## config.mk

```make
export PLATFORM = sky130hd
export DESIGN_NAME = mab_slot_table
export DESIGN_NICKNAME = d
export VERILOG_FILES = /design/src/hdl/mab_pkg.sv /design/src/hdl/mab_slot_table.sv
export SDC_FILE = /design/constraint.sdc
export NUM_CORES = 1
export LEC_CHECK = 0
export ABC_AREA = 1
export BUFFER_PORTS_ARGS = -buffer_cell sky130_fd_sc_hd__clkbuf_2
export CAP_MARGIN = 20
export CORE_UTILIZATION = 60
export DETAILED_ROUTE_END_ITERATION = 7
export PLACE_DENSITY = 0.89
export REMOVE_ABC_BUFFERS = 1
export SLEW_MARGIN = 10
export SYNTH_ARGS = -nofsm -noshare
export SYNTH_HDL_FRONTEND = slang
export SYNTH_SLANG_ARGS = --single-unit
export TNS_END_PERCENT = 1
```

## constraint.sdc

```tcl
create_clock -name clk -period 6 [get_ports clk]
set_input_delay 1.2 -clock clk [delete_from_list [all_inputs] [get_ports clk]]
set_output_delay 1.2 -clock clk [all_outputs]
set_load 0.01 [all_outputs]
```

## src/hdl/mab_pkg.sv

```systemverilog
// ----------------------------------------------------------------------------
// mab_pkg
// Shared sizes, operation and result codes, slot table interface types and
// the two-region sample mixing function of the audio block mixer.
// ----------------------------------------------------------------------------
package mab_pkg;

	localparam int CHANNELS      = 4;
	localparam int FRAME_SAMPLES = 512;

	localparam int CH_W  = (CHANNELS > 1) ? $clog2(CHANNELS) : 1;
	localparam int CS_W  = $clog2(CHANNELS + 1);
	localparam int POS_W = $clog2(FRAME_SAMPLES);

	localparam logic [7:0] SILENCE_LEVEL = 8'h7f;

	typedef enum logic [1:0] {
		OP_PLAY   = 2'd0,
		OP_STOP   = 2'd1,
		OP_FRAME  = 2'd2,
		OP_SAMPLE = 2'd3
	} op_t;

	typedef enum logic [1:0] {
		KIND_SAMPLE  = 2'd0,
		KIND_REQUEST = 2'd1,
		KIND_SILENCE = 2'd2,
		KIND_DONE    = 2'd3
	} kind_t;

	typedef struct packed {
		logic            play;
		logic            stop;
		logic            scan;
		logic [15:0]     id;
		logic [31:0]     blk;
		logic [31:0]     cnt;
		logic [CS_W-1:0] from;
	} slot_cmd_t;

	typedef struct packed {
		logic            found;
		logic [CH_W-1:0] slot;
		logic [31:0]     block;
	} slot_hit_t;

	function automatic logic [7:0] mix_samples(input logic [7:0] a, input logic [7:0] b);
		logic [15:0]        prod;
		logic [8:0]         p;
		logic signed [11:0] w;
		prod = {8'd0, a} * {8'd0, b};
		p    = prod[15:7];
		if (!a[7] && !b[7]) begin
			w = $signed({3'd0, p});
		end else begin
			w = $signed({3'd0, a, 1'b0}) + $signed({3'd0, b, 1'b0})
			    - $signed({3'd0, p}) - 12'sd256;
		end
		if (w < 12'sd0) begin
			return 8'd0;
		end else if (w > 12'sd255) begin
			return 8'd255;
		end else begin
			return w[7:0];
		end
	endfunction

endpackage

```

## src/hdl/mab_slot_table.sv

```systemverilog
// ----------------------------------------------------------------------------
// mab_slot_table
// Playback slot table: id, next block and blocks left per slot. Fills the
// first free slot on play, clears matching slots on stop, finds the next
// active slot from a given index and consumes one of its blocks.
// ----------------------------------------------------------------------------
module mab_slot_table (
	input  logic               clk,
	input  logic               arst_n,
	input  mab_pkg::slot_cmd_t cmd,
	output mab_pkg::slot_hit_t hit
);
	import mab_pkg::*;

	logic [15:0]     id_q   [CHANNELS];
	logic [31:0]     next_q [CHANNELS];
	logic [31:0]     rem_q  [CHANNELS];
	logic            free_found;
	logic [CH_W-1:0] free_slot;

	always_comb begin
		hit        = '0;
		free_found = 1'b0;
		free_slot  = '0;
		for (int i = CHANNELS - 1; i >= 0; i--) begin
			if (rem_q[i] != 32'd0 && CS_W'(i) >= cmd.from) begin
				hit.found = 1'b1;
				hit.slot  = CH_W'(i);
				hit.block = next_q[i];
			end
			if (rem_q[i] == 32'd0) begin
				free_found = 1'b1;
				free_slot  = CH_W'(i);
			end
		end
	end

	always_ff @(posedge clk or negedge arst_n) begin
		if (!arst_n) begin
			for (int i = 0; i < CHANNELS; i++) begin
				id_q[i]   <= '0;
				next_q[i] <= '0;
				rem_q[i]  <= '0;
			end
		end else begin
			for (int i = 0; i < CHANNELS; i++) begin
				if (cmd.play && free_found && free_slot == CH_W'(i)) begin
					id_q[i]   <= cmd.id;
					next_q[i] <= cmd.blk;
					rem_q[i]  <= cmd.cnt;
				end
				if (cmd.stop && id_q[i] == cmd.id) begin
					id_q[i]   <= '0;
					next_q[i] <= '0;
					rem_q[i]  <= '0;
				end
				if (cmd.scan && hit.found && hit.slot == CH_W'(i)) begin
					next_q[i] <= next_q[i] + 32'd1;
					rem_q[i]  <= rem_q[i] - 32'd1;
				end
			end
		end
	end

endmodule

```

==> results.json <==
{
  "status": "complete, no violations",
  "hold_path_class": "register to register",
  "synth-async-reset-ratio_pct": 100,
  "clockBufferDepth": 3,
  "synth-main-ff-cell": "dfrtp_1",
  "via_count": 25800,
  "synth_edf_count": 0,
  "intPower_mw": 4.76,
  "fmax_mhz": 192,
  "synth_seq_area_share_pct": 33.5,
  "cts_setup_buffers": 0,
  "numCtsBuffers": 38,
  "grt_max_degree": 98,
  "grt_usage_pct": 39.4,
  "slew_violations": 0,
  "slew_headroom_pct": 36.8,
  "vias_per_cell": 6.13,
  "area_growth_pct": 8.66,
  "cts_root_buffer": "clkbuf_16",
  "grt_first_pass_wirelength_um": 127000,
  "min_period_over_period_pct": 86.8,
  "path_delay_family": "simple AND/OR/NAND/NOR gates",
  "row_count": 72,
  "ys.warnings.count": 0,
  "routed_wl_um": 80100,
  "power_density_mw_per_mm2": 296,
  "fillers": 3409,
  "final_common_cell": "nand2_1",
  "slowest_stage": "a221oi_1",
  "hold_viol": 0,
  "critPathArrivalTime_ps": 4010,
  "whs_ps": 504,
  "grt_pass1_vias": 23700,
  "gp_congestion": 1.02,
  "wire_per_inst_um": 19.0,
  "final_area_sq_mm": 0.0260,
  "swShare_pct": 38.2,
  "die-area_sq_mm": 0.0407,
  "first_pass_iters": 8,
  "drt_iter0_drc": 3538,
  "path_buf_inv": 3,
  "synth_cell_types": 43,
  "final_cell_mix": "1,172 x nand2_1, 395 x nor2_1, 320 x dfrtp_1, 301 x nand3_1, 282 x inv_1",
  "placed_area_sq_mm": 0.0247,
  "p_switching_mw": 2.94,
  "crit_path_frequent_cell": "nand2_1",
  "cp_cell_sequence": "nor2_1, nand2_1, nor2_2, nand2_1, o21ai_2, buf_4, nand2_2, inv_1, nand2_1, a221oi_1, clkbuf_2",
  "path_max_fanout": 32,
  "cp_slowest_stage_delay_ps": 630,
  "netlist_area_sq_mm": 0.0239,
  "clock_latency_ps": 590,
  "ant_nets": 0,
  "io-pin-count": 123,
  "fp.dieW_um": 202,
  "hold_buffers": 0,
  "leakagePower_nw": 12.6,
  "drcViolationCount": 0,
  "antenna_found_initial": 3,
  "start_kind": "register",
  "skew_ps": 20.5,
  "seq_power_share_pct": 40.2,
  "synthTopCellsByArea": "dfrtp_1 33%, nand2_1 18%, nand3_1 6.3%, nor2_1 6.2%, xor2_1 6.0%",
  "synthCells": 3645,
  "path_class": "register to output port",
  "die_y_um": 202,
  "synth_top_cell_area_share_pct": 33.5,
  "yosys.area.top_type": "dfrtp_1",
  "fin_tns_setup_ps": 0,
  "htreeDepth": 2,
  "rsz0062_at_grt": "false",
  "numPortBuffers": 122,
  "core-area_sq_mm": 0.0390,
  "ys_seq_elements": 320,
  "drive_above_1_share_pct": 7.62,
  "cts_resized": 0,
  "clk_pin_slew_ps": 60,
  "hpwl_um": 56300,
  "cts_tree": "done",
  "layout.nets": 3761,
  "cts.sinks": 320,
  "comb_power_share_pct": 28.1,
  "grt-ovfl-total": 0,
  "max_cap_violations": 0,
  "crit_path_end_kind": "output port",
  "vdd_drop_max_v": 0.000267,
  "worst_pin_slew_ps": 942,
  "pwr-share-clk_pct": 31.7,
  "avgSynthCellArea_sq_um": 6.56,
  "min_period_ps": 5210,
  "worstPathRequired_ps": 4800,
  "start_util_pct": 61.3,
  "setup_viol": 0
}
[metrics by stage]
stage          power [mW]  setup WS [ps]  utilization, %  cells
2_1_floorplan        4.48           -361               -   3465
3_3_place_gp         5.13           1260            63.3   4141
3_5_place_dp         5.20           1200            63.3   4141
4_1_cts              7.64            930            66.6   4208
5_1_grt              8.09            631            66.6   4209
6_report             7.70            794            66.6   4209
[metal layers]
layer	vias up	routed length, um	track usage [%]
li1	11900	-	-
met1	11800	30000	51.5
met2	1724	35000	60.2
met3	343	9670	7.35
met4	4	5460	24.7
met5	-	21	0
[cells in the mapped netlist (24+ instances only)]
master    number
a21oi_1       51
a31oi_1       46
buf_2         62
clkbuf_1      87
dfrtp_1      320
inv_1        282
nand2_1     1174
nand3_1      303
nand4_1      116
nor2_1       396
nor3_1        88
o21ai_0      197
o21bai_1      61
o221ai_1      24
o22ai_1       31
xnor2_1       52
xor2_1       164
[power groups by stage]
| stage | clock, mW | sequential (mW) | combinational [mW] |
|---|---|---|---|
| after detailed placement | 0 | 3.10 | 2.10 |
| final | 2.45 | 3.09 | 2.16 |
| after CTS | 2.45 | 3.07 | 2.12 |
| after global routing | 2.53 | 3.14 | 2.41 |
| after floorplan | 0 | 2.96 | 1.52 |
| after global placement | 0 | 3.09 | 2.04 |
[final cells by class]
type	count	area, sq um	share of cell area, %
multi-input combinational	2858	14100	54.1
inverter	287	1080	4.15
antenna	1	2.50	0.00963
sequential	320	8010	30.8
clock inverter	18	209	0.804
tap	518	648	2.49
timing repair buffer	158	916	3.52
clock buffer	49	1070	4.13
[path summary, 6_finish.rpt]
| kind | startpoint | to | slack [ps] | depth (start not counted) |
|---|---|---|---|---|
| worst max-delay path | rem_q[47]$_DFFE_PN0P_ | hit[0] | 790 | 11 |
| worst min-delay path | id_q[27]$_DFFE_PN0P_ | id_q[27]$_DFFE_PN0P_ | 500 | 2 |
| worst max register to register | rem_q[64]$_DFFE_PN0P_ | next_q[47]$_DFFE_PN0P_ | 1700 | 15 |
| worst min register to register | id_q[27]$_DFFE_PN0P_ | id_q[27]$_DFFE_PN0P_ | 500 | 2 |
| max in group asynchronous | arst_n | rem_q[18]$_DFFE_PN0P_ | 4080 | 2 |
| min in group asynchronous | arst_n | next_q[126]$_DFFE_PN0P_ | 660 | 1 |
[registers in the layout, indices dropped and copies added (netlist names)]
register	count
rem_q	128
id_q	64
next_q	128
[cells by family (layout without fill, tap and decap cells)]
family                   Yosys count  in the layout  synth area share [%]
AND/OR/NAND/NOR                 2173           2173                  38.8
buffers and inverters            467            512                  7.96
AO/OA/AOI/OAI                    459            459                  11.4
flip-flops                       320            320                  33.5
XOR/XNOR                         216            216                  7.91
adder cells (fa/ha/maj)           10             10                 0.523
other                              0              1                     0
[worst reg2reg max path, cell delays in order (launching register included)]
cell and delay, ps:
dfrtp_1 400, inv_1 180, ha_1 280, nand2_1 140, nor2_4 190, nand2_2 120
o21ai_4 160, buf_4 430, nand2_2 160, nor2_2 140, nand2_2 380, nand2_2 440
inv_2 80, nand2_2 470, buf_4 420, o21ai_0 160
Power figures use the tool's default switching activity.
